### src/sv/mmnc_pkg.sv
package mmnc_pkg;

   localparam int SampleW = 32;
   localparam int DiffW   = SampleW + 1;
   localparam int RemW    = DiffW + 1;
   localparam int LevelW  = 8;
   localparam int PixelW  = 32;
   localparam int ModeW   = 2;

   localparam int QDepth  = 2;
   localparam int QIdxW   = (QDepth > 1) ? $clog2(QDepth) : 1;
   localparam int QCntW   = $clog2(QDepth + 1);

   localparam int StepCount = LevelW;
   localparam int StepW     = $clog2(StepCount);

   localparam logic [ModeW-1:0] ModeBw    = 2'd0;
   localparam logic [ModeW-1:0] ModeGrey  = 2'd1;
   localparam logic [ModeW-1:0] ModeRgb   = 2'd2;
   localparam logic [ModeW-1:0] ModeReset = ModeGrey;

   localparam logic OpScan = 1'b0;
   localparam logic OpMap  = 1'b1;

   localparam logic signed [SampleW-1:0] SpanMinReset = 32'sh7FFF_FFFF;
   localparam logic signed [SampleW-1:0] SpanMaxReset = 32'sh8000_0000;

   localparam logic [LevelW-1:0] LevelFull = 8'hFF;

   typedef enum logic [1:0] {
      BACK_IDLE,
      BACK_RUN,
      BACK_DONE
   } back_state_type;

   typedef struct packed {
      logic [ModeW-1:0]        mode;
      logic signed [DiffW-1:0] red_x;
      logic signed [DiffW-1:0] green_x;
      logic signed [DiffW-1:0] span;
   } job_type;

   typedef struct packed {
      logic load;
      logic step;
      logic emit;
   } back_ctl_type;

endpackage

### src/sv/min_max_normalize_colormap.sv
// Min/max normalization of signed 32-bit samples to 32-bit pixels. Scan items (op 0) fold
// the sample into the running min/max (first=1 restarts it) and give no result. Map items
// (op 1) snapshot the current span and mode into a two-entry queue and give one pixel each;
// the mapping unit runs two 8-step restoring dividers (red and green) in parallel, so each
// map item occupies it through dequeue, 8 quotient steps and the result load, which waits
// while an earlier result is held. Scans keep flowing while the queue has room. Write
// csr_colormap_mode only while no map item is outstanding; it reads 1 (grey) after reset.
module min_max_normalize_colormap (
   input  logic                                clock,
   input  logic                                reset,
   input  logic                                req_valid,
   output logic                                req_ready,
   input  logic                                req_op,
   input  logic                                req_first,
   input  logic signed [mmnc_pkg::SampleW-1:0] req_sample,
   output logic                                rsp_valid,
   input  logic                                rsp_ready,
   output logic [mmnc_pkg::PixelW-1:0]         rsp_pixel,
   input  logic                                csr_valid,
   output logic                                csr_ready,
   input  logic [mmnc_pkg::ModeW-1:0]          csr_colormap_mode
);

   mmnc_pkg::job_type push_job, pop_job;
   logic              q_full, q_empty, q_push, q_pop;

   assign csr_ready = 1'b1;

   mmnc_front u_front (
      .clock             (clock),
      .reset             (reset),
      .req_valid         (req_valid),
      .req_ready         (req_ready),
      .req_op            (req_op),
      .req_first         (req_first),
      .req_sample        (req_sample),
      .csr_valid         (csr_valid),
      .csr_colormap_mode (csr_colormap_mode),
      .q_full            (q_full),
      .q_push            (q_push),
      .q_job             (push_job)
   );

   mmnc_queue u_queue (
      .clock    (clock),
      .reset    (reset),
      .push     (q_push),
      .push_job (push_job),
      .full     (q_full),
      .pop      (q_pop),
      .empty    (q_empty),
      .pop_job  (pop_job)
   );

   mmnc_back u_back (
      .clock     (clock),
      .reset     (reset),
      .q_empty   (q_empty),
      .q_job     (pop_job),
      .q_pop     (q_pop),
      .rsp_valid (rsp_valid),
      .rsp_ready (rsp_ready),
      .rsp_pixel (rsp_pixel)
   );

endmodule

### src/sv/mmnc_front.sv
module mmnc_front (
   input  logic                                 clock,
   input  logic                                 reset,
   input  logic                                 req_valid,
   output logic                                 req_ready,
   input  logic                                 req_op,
   input  logic                                 req_first,
   input  logic signed [mmnc_pkg::SampleW-1:0]  req_sample,
   input  logic                                 csr_valid,
   input  logic [mmnc_pkg::ModeW-1:0]           csr_colormap_mode,
   input  logic                                 q_full,
   output logic                                 q_push,
   output mmnc_pkg::job_type                    q_job
);

   logic [mmnc_pkg::ModeW-1:0]          mode_ff, mode_in;
   logic signed [mmnc_pkg::SampleW-1:0] span_min_ff, span_min_in;
   logic signed [mmnc_pkg::SampleW-1:0] span_max_ff, span_max_in;
   logic                                scan_acc;
   logic signed [mmnc_pkg::DiffW-1:0]   v_x, min_x, max_x;

   assign req_ready = !q_full;
   assign scan_acc  = req_valid && req_ready && (req_op == mmnc_pkg::OpScan);
   assign q_push    = req_valid && req_ready && (req_op == mmnc_pkg::OpMap);

   assign v_x   = {req_sample[mmnc_pkg::SampleW-1], req_sample};
   assign min_x = {span_min_ff[mmnc_pkg::SampleW-1], span_min_ff};
   assign max_x = {span_max_ff[mmnc_pkg::SampleW-1], span_max_ff};

   always_comb begin
      q_job.mode    = mode_ff;
      q_job.red_x   = v_x - min_x;
      q_job.green_x = max_x - v_x;
      q_job.span    = max_x - min_x;
   end

   always_comb begin
      mode_in     = csr_valid ? csr_colormap_mode : mode_ff;
      span_min_in = span_min_ff;
      span_max_in = span_max_ff;
      if (scan_acc) begin
         if (req_first) begin
            span_min_in = req_sample;
            span_max_in = req_sample;
         end else begin
            if (req_sample > span_max_ff) span_max_in = req_sample;
            if (req_sample < span_min_ff) span_min_in = req_sample;
         end
      end
   end

   always_ff @(posedge clock) begin
      if (reset) begin
         mode_ff     <= mmnc_pkg::ModeReset;
         span_min_ff <= mmnc_pkg::SpanMinReset;
         span_max_ff <= mmnc_pkg::SpanMaxReset;
      end else begin
         mode_ff     <= mode_in;
         span_min_ff <= span_min_in;
         span_max_ff <= span_max_in;
      end
   end

endmodule

### src/sv/mmnc_queue.sv
module mmnc_queue (
   input  logic              clock,
   input  logic              reset,
   input  logic              push,
   input  mmnc_pkg::job_type push_job,
   output logic              full,
   input  logic              pop,
   output logic              empty,
   output mmnc_pkg::job_type pop_job
);

   mmnc_pkg::job_type                mem_ff [mmnc_pkg::QDepth];
   logic [mmnc_pkg::QIdxW-1:0]       wr_ptr_ff, wr_ptr_in;
   logic [mmnc_pkg::QIdxW-1:0]       rd_ptr_ff, rd_ptr_in;
   logic [mmnc_pkg::QCntW-1:0]       count_ff, count_in;

   localparam logic [mmnc_pkg::QIdxW-1:0] LastIdx = mmnc_pkg::QIdxW'(mmnc_pkg::QDepth - 1);
   localparam logic [mmnc_pkg::QCntW-1:0] FullCnt = mmnc_pkg::QCntW'(mmnc_pkg::QDepth);

   assign full    = (count_ff == FullCnt);
   assign empty   = (count_ff == '0);
   assign pop_job = mem_ff[rd_ptr_ff];

   always_comb begin
      wr_ptr_in = wr_ptr_ff;
      rd_ptr_in = rd_ptr_ff;
      count_in  = count_ff;
      if (push) wr_ptr_in = (wr_ptr_ff == LastIdx) ? '0 : wr_ptr_ff + 1'b1;
      if (pop)  rd_ptr_in = (rd_ptr_ff == LastIdx) ? '0 : rd_ptr_ff + 1'b1;
      if (push && !pop) count_in = count_ff + 1'b1;
      else if (pop && !push) count_in = count_ff - 1'b1;
   end

   always_ff @(posedge clock) begin
      if (push) mem_ff[wr_ptr_ff] <= push_job;
   end

   always_ff @(posedge clock) begin
      if (reset) begin
         wr_ptr_ff <= '0;
         rd_ptr_ff <= '0;
         count_ff  <= '0;
      end else begin
         wr_ptr_ff <= wr_ptr_in;
         rd_ptr_ff <= rd_ptr_in;
         count_ff  <= count_in;
      end
   end

endmodule

### src/sv/mmnc_back.sv
module mmnc_back (
   input  logic                          clock,
   input  logic                          reset,
   input  logic                          q_empty,
   input  mmnc_pkg::job_type             q_job,
   output logic                          q_pop,
   output logic                          rsp_valid,
   input  logic                          rsp_ready,
   output logic [mmnc_pkg::PixelW-1:0]   rsp_pixel
);

   localparam int Lanes = 2;
   localparam logic [mmnc_pkg::StepW-1:0] LastStep = mmnc_pkg::StepW'(mmnc_pkg::StepCount - 1);

   mmnc_pkg::back_state_type state_ff, state_in;
   mmnc_pkg::back_ctl_type   ctl;

   logic [mmnc_pkg::StepW-1:0]        step_ff, step_in;
   logic [mmnc_pkg::ModeW-1:0]        mode_ff;
   logic signed [mmnc_pkg::DiffW-1:0] span_ff;
   logic                              bw_ff;
   logic [mmnc_pkg::LevelW-1:0]       level  [Lanes];
   logic signed [mmnc_pkg::DiffW-1:0] lane_x [Lanes];
   logic signed [mmnc_pkg::DiffW-1:0] half_span;
   logic [mmnc_pkg::RemW-1:0]         div_rem;
   logic                              rsp_valid_ff, rsp_valid_in;
   logic [mmnc_pkg::PixelW-1:0]       rsp_pixel_ff, pixel_in;

   assign lane_x[0] = q_job.red_x;
   assign lane_x[1] = q_job.green_x;
   // span/2 truncated toward zero
   assign half_span = (q_job.span +
                       $signed(mmnc_pkg::DiffW'(q_job.span[mmnc_pkg::DiffW-1]))) >>> 1;
   assign div_rem   = {1'b0, span_ff};

   always_comb begin
      state_in = state_ff;
      unique case (state_ff)
         mmnc_pkg::BACK_IDLE: if (!q_empty) state_in = mmnc_pkg::BACK_RUN;
         mmnc_pkg::BACK_RUN:  if (step_ff == LastStep) state_in = mmnc_pkg::BACK_DONE;
         mmnc_pkg::BACK_DONE: if (!rsp_valid_ff || rsp_ready) state_in = mmnc_pkg::BACK_IDLE;
         default:             state_in = mmnc_pkg::BACK_IDLE;
      endcase
   end

   always_comb begin
      ctl = '0;
      unique case (state_ff)
         mmnc_pkg::BACK_IDLE: ctl.load = !q_empty;
         mmnc_pkg::BACK_RUN:  ctl.step = 1'b1;
         mmnc_pkg::BACK_DONE: ctl.emit = !rsp_valid_ff || rsp_ready;
         default:             ctl = '0;
      endcase
   end

   assign q_pop   = ctl.load;
   assign step_in = ctl.load ? '0 : (ctl.step ? step_ff + 1'b1 : step_ff);

   for (genvar i = 0; i < Lanes; i++) begin : g_lane
      logic [mmnc_pkg::RemW-1:0]   rem_ff;
      logic [mmnc_pkg::LevelW-1:0] quo_ff;
      logic                        sat_ff;
      logic                        zero_ff;
      logic [mmnc_pkg::RemW-1:0]   shifted;
      assign shifted  = {rem_ff[mmnc_pkg::RemW-2:0], 1'b0};
      assign level[i] = sat_ff ? mmnc_pkg::LevelFull : (zero_ff ? '0 : quo_ff);

      always_ff @(posedge clock) begin
         if (ctl.load) begin
            rem_ff  <= {lane_x[i][mmnc_pkg::DiffW-1], lane_x[i]};
            quo_ff  <= '0;
            sat_ff  <= (lane_x[i] >= q_job.span);
            zero_ff <= (lane_x[i] < 0);
         end else if (ctl.step) begin
            if (shifted >= div_rem) begin
               rem_ff <= shifted - div_rem;
               quo_ff <= {quo_ff[mmnc_pkg::LevelW-2:0], 1'b1};
            end else begin
               rem_ff <= shifted;
               quo_ff <= {quo_ff[mmnc_pkg::LevelW-2:0], 1'b0};
            end
         end
      end
   end

   always_ff @(posedge clock) begin
      if (ctl.load) begin
         mode_ff <= q_job.mode;
         span_ff <= q_job.span;
         bw_ff   <= (q_job.red_x > half_span);
      end
   end

   always_comb begin
      unique case (mode_ff)
         mmnc_pkg::ModeBw:   pixel_in = {24'd0, bw_ff ? mmnc_pkg::LevelFull : 8'd0};
         mmnc_pkg::ModeGrey: pixel_in = {24'd0, level[0]};
         mmnc_pkg::ModeRgb:  pixel_in = {mmnc_pkg::LevelFull, mmnc_pkg::LevelFull,
                                         level[1], level[0]};
         default:            pixel_in = '0;
      endcase
   end

   always_comb begin
      rsp_valid_in = rsp_valid_ff;
      if (ctl.emit) rsp_valid_in = 1'b1;
      else if (rsp_ready) rsp_valid_in = 1'b0;
   end

   always_ff @(posedge clock) begin
      if (ctl.emit) rsp_pixel_ff <= pixel_in;
   end

   always_ff @(posedge clock) begin
      if (reset) begin
         state_ff     <= mmnc_pkg::BACK_IDLE;
         step_ff      <= '0;
         rsp_valid_ff <= 1'b0;
      end else begin
         state_ff     <= state_in;
         step_ff      <= step_in;
         rsp_valid_ff <= rsp_valid_in;
      end
   end

   assign rsp_valid = rsp_valid_ff;
   assign rsp_pixel = rsp_pixel_ff;

endmodule

### config.mk
export PLATFORM = sky130hd
export DESIGN_NAME = min_max_normalize_colormap
export DESIGN_NICKNAME = d
export VERILOG_FILES = /design/src/sv/mmnc_pkg.sv /design/src/sv/min_max_normalize_colormap.sv /design/src/sv/mmnc_front.sv /design/src/sv/mmnc_queue.sv /design/src/sv/mmnc_back.sv
export SDC_FILE = /design/constraint.sdc
export NUM_CORES = 1
export LEC_CHECK = 0
export ABC_AREA = 1
export ABC_CLOCK_PERIOD_IN_PS = 12800
export BUFFER_PORTS_ARGS = -buffer_cell sky130_fd_sc_hd__buf_2
export CAP_MARGIN = 0
export CELL_PAD_IN_SITES_DETAIL_PLACEMENT = 2
export CELL_PAD_IN_SITES_GLOBAL_PLACEMENT = 2
export CORE_ASPECT_RATIO = 1.5
export CORE_MARGIN = 2
export CORE_UTILIZATION = 42
export DETAILED_ROUTE_END_ITERATION = 12
export HOLD_SLACK_MARGIN = 0.02
export PLACE_DENSITY_LB_ADDON = 0.15
export SYNTH_ARGS = -nofsm -noshare
export SYNTH_HDL_FRONTEND = slang
export SYNTH_SLANG_ARGS = --single-unit
### constraint.sdc
create_clock -name clock -period 12.8 [get_ports clock]
set_input_delay 1.28 -clock clock [delete_from_list [all_inputs] [get_ports clock]]
set_output_delay 1.28 -clock clock [all_outputs]
set_load 0.01 [all_outputs]
==> impl_metrics.csv <==
group,metric,value,unit
sta,post-route-min-period,5.615,ns
final_layout,regArea,11620,um^2
global_routing,grt.overflow.total,0,
synth,syn_nets,4023,
final_layout,antennaDiodeCount,0,
setup_path,crit_path_end_kind,"register",
sta,worst_pin_slew,1.291,ns
final_layout,final_layout_size_suffix_gt1_share,7.702,%
synth,synthTopCellsByArea,"edfxtp_1 33%, ha_1 11%, nand2_1 11%, dfxtp_1 6.2%, inv_1 5.4%",
cts,htreeDepth,2,
synth,syn_area_per_cell,8.034,um^2
setup_path,crit_end,"u_back.bw_ff",
power_and_ir_drop,internal-power,0.004471,W
sta,setup_viol,0,
outcome,status,"finished, final reports clean",
sta,hold_viol,0,
die,start_util,42.41,%
setup_path,r2r-end,"u_back.bw_ff",
power_and_ir_drop,switching_share,51.09,%
final_layout,final_common_cell,"nand2_1",
global_routing,antenna_found_initial,2,
synth,yosysTopAreaCell,"edfxtp_1",
drt,vias,27300,
sta,relSlewSlack,13.01,%
power_and_ir_drop,power_frac_seq,24.3,%
drt,post-route-drc-count,0,
cts,cts_max_path_buffers,3,
global_routing,grt_pass1_vias,30900,
setup_path,required,13.16,ns
cts,cts_tree,"yes",
cts,insertion_delay,0.63,ns
power_and_ir_drop,p_sw,0.004670,W
setup_path,crit_fanout,49,
final_layout,nets,4070,
synth,yosysTopAreaCellShare,32.74,%
hold_path,hp-class,"reg -> reg",
cts,numCtsBuffers,45,
synth,synth_area,29810,um^2
final_layout,post-route-cell-area,32560,um^2
place,dp_hpwl,105800,um
die,die_x,221.5,um
global_routing,grt_usage,35.42,%
setup_path,reg2reg_slack,7.18,ns
global_routing,grt_pass1_wl,193200,um
final_layout,area_growth,9.222,%
sta,fmax,178.1,MHz
cts,post_cts_buffers,0,
drt,drtIter0Drc,1356,
synth,netlist_instances,3710,
synth,synth_cell_types,57,
final_layout,final_core_util,46.33,%
drt,routed_wl,130200,um
die,rows,119,
place,place_area,31030,um^2
sta,rsz0062_at_grt,"no",
synth,yosysWarningCount,0,
global_routing,grt_max_degree,86,
synth,yosysSeqAreaShare,38.99,%
place,gp_congestion,1.006,
die,die_h,330.3,um
drt,detail_route.first_pass.iterations,4,
power_and_ir_drop,p_leak,14.55,nW
die,die_area,73160,um^2
final_layout,fillCellCount,7967,
run,drv_cap,0,
sta,tns,0,ns
cts,cts_hold_buf,0,
setup_path,r2r_cells,21,
place,io_buffers,74,
power_and_ir_drop,power_density,280.8,nW/um^2
die,pin_count,76,
drt,antenna_left,0,
cts,root_buffer,"clkbuf_16",
power_and_ir_drop,p_clk_share,15.5,%
sta,slew_violations,0,
final_layout,multi_input_area,16070,um^2
synth,ys_ff_latch,418,
setup_path,cp-start-kind,"register",
cts,clk_pin_slew,0.06,ns
power_and_ir_drop,peakVddDrop,0.1509,mV
sta,holdWs,0.4578,ns
setup_path,critPathKind,"reg -> reg",
cts,ctsResizeCount,0,
sta,skew,0.02336,ns
drt,post_drt_via_cell_ratio,5.811,
setup_path,crit_arrival,5.98,ns
cts,cts.sinks,418,
power_and_ir_drop,comb_power_share,60.3,%
die,core-area,70280,um^2
final_layout,final_cell_mix,"878 x nand2_1, 432 x inv_1, 331 x nor2_1, 325 x edfxtp_1, 298 x a21oi_1",
sta,period_share,43.87,%
drt,wl_per_cell,27.71,um
==> synth_stat cells, drive strengths merged <==
master,count
mux2,66
nor2,343
o2111ai,1
nor4,20
nand2,882
a21oi,300
o211ai,9
a31oi,11
buf,52
clkbuf,46
clkinv,1
and2,1
dfxtp,93
conb,1
xor2,105
a211oi,6
a21o,13
nand3,267
o21ai,179
inv,440
o22ai,17
fa,5
mux2i,2
o221ai,3
nand4,43
or2,3
xnor2,52
ha,267
and3,1
o21bai,13
edfxtp,325
o311ai,1
nor3,37
o31ai,1
a21boi,6
a221oi,2
o211a,1
o21a,14
nand3b,81
==> worst max-delay path, cell delays in order (launching register included) <==
cell and delay [ns]:
dfxtp_4 0.65, buf_4 0.55, buf_4 0.64, nor2_2 0.12, a21oi_4 0.28, nand2_4 0.10
inv_1 0.11, ha_1 0.27, nand2_1 0.12, nor2_1 0.29, nand2_1 0.18, nor2_1 0.32
nand3_1 0.14, xor2_1 0.19, ha_1 0.34, inv_1 0.09, nor3_1 0.24, nand4_1 0.18
nor2_1 0.18, nand4_1 0.10, nand3_1 0.12, o21ai_0 0.08
==> power by group through the flow <==
stage                     Combinational [W]  Sequential [W]  Clock, W
after CTS                           0.00546         0.00221   0.00143
after global routing                0.00601         0.00225   0.00147
after global placement              0.00505         0.00221         0
final                               0.00551         0.00222   0.00141
after detailed placement            0.00539         0.00224         0
after floorplan                     0.00354         0.00214         0
==> per-stage QoR <==
stage               worst slack (ns)  power, W  std cells
finish                         7.185  0.009141       4698
global route                   6.754  0.009726       4698
CTS                            7.174  0.009105       4698
detailed placement             7.228  0.007629       4617
global placement               7.501  0.007252       4617
floorplan                      6.595  0.005688       3710
==> per-layer routing <==
layer	part of all wire, %	GRT usage [%]
met5	0.012	0
met3	2.9	3.656
met2	52	66.84
met4	10	30.32
met1	35	34.78
==> kinds of logic (layout without fill, tap and decap cells) <==
logic type	count (synthesis)	count (layout)	synth area share, %
muxes	68	68	2.561
adders and majority gates	272	272	11.54
DFF	418	418	38.99
and+or+nand+nor	1678	1678	24.33
buffers and inverters	539	620	7.300
AOI/OAI and AO/OA	577	577	10.65
xor gates and xnor gates	157	157	4.613
other	1	1	0.01258
==> sequential cells by signal, indices dropped and copies added (netlist names), 2 cells and up, named ones only <==
register               cells
u_back.g_lane.quo_ff      16
u_back.g_lane.rem_ff      66
u_back.g_lane.sat_ff       2
u_back.g_lane.zero_ff      2
u_back.mode_ff             2
u_back.rsp_pixel          17
u_back.span_ff            33
u_back.state_ff            2
u_back.step_ff             3
u_front.mode_ff            2
u_front.span_max_ff       32
u_front.span_min_ff       32
u_queue.count_ff           2
u_queue.mem_ff           202
==> area by class of cell <==
type | count | share of cell area, %
inverters | 441 | 5.088
multi-input cells | 2753 | 49.37
clock inverters | 26 | 0.9570
repair buffers | 98 | 1.691
flip-flops and latches | 418 | 35.71
clock buffers | 55 | 3.701
well taps | 907 | 3.486
==> worst min path at each step <==
stage                     slack [ns]                    start                      end  cells past startpoint
after floorplan                 0.42       u_front.mode_ff[1]   u_queue.mem_ff[0][100]                      0
after global placement          0.42        u_queue.rd_ptr_ff                 register                      1
after detailed placement        0.45   u_front.span_min_ff[2]   u_front.span_min_ff[2]                      2
after CTS                       0.46  u_front.span_min_ff[15]  u_front.span_min_ff[15]                      2
after global routing            0.47  u_front.span_min_ff[18]  u_front.span_min_ff[18]                      2
final                           0.46   u_front.span_min_ff[2]   u_front.span_min_ff[2]                      2
(Power assumes the default switching activity.)
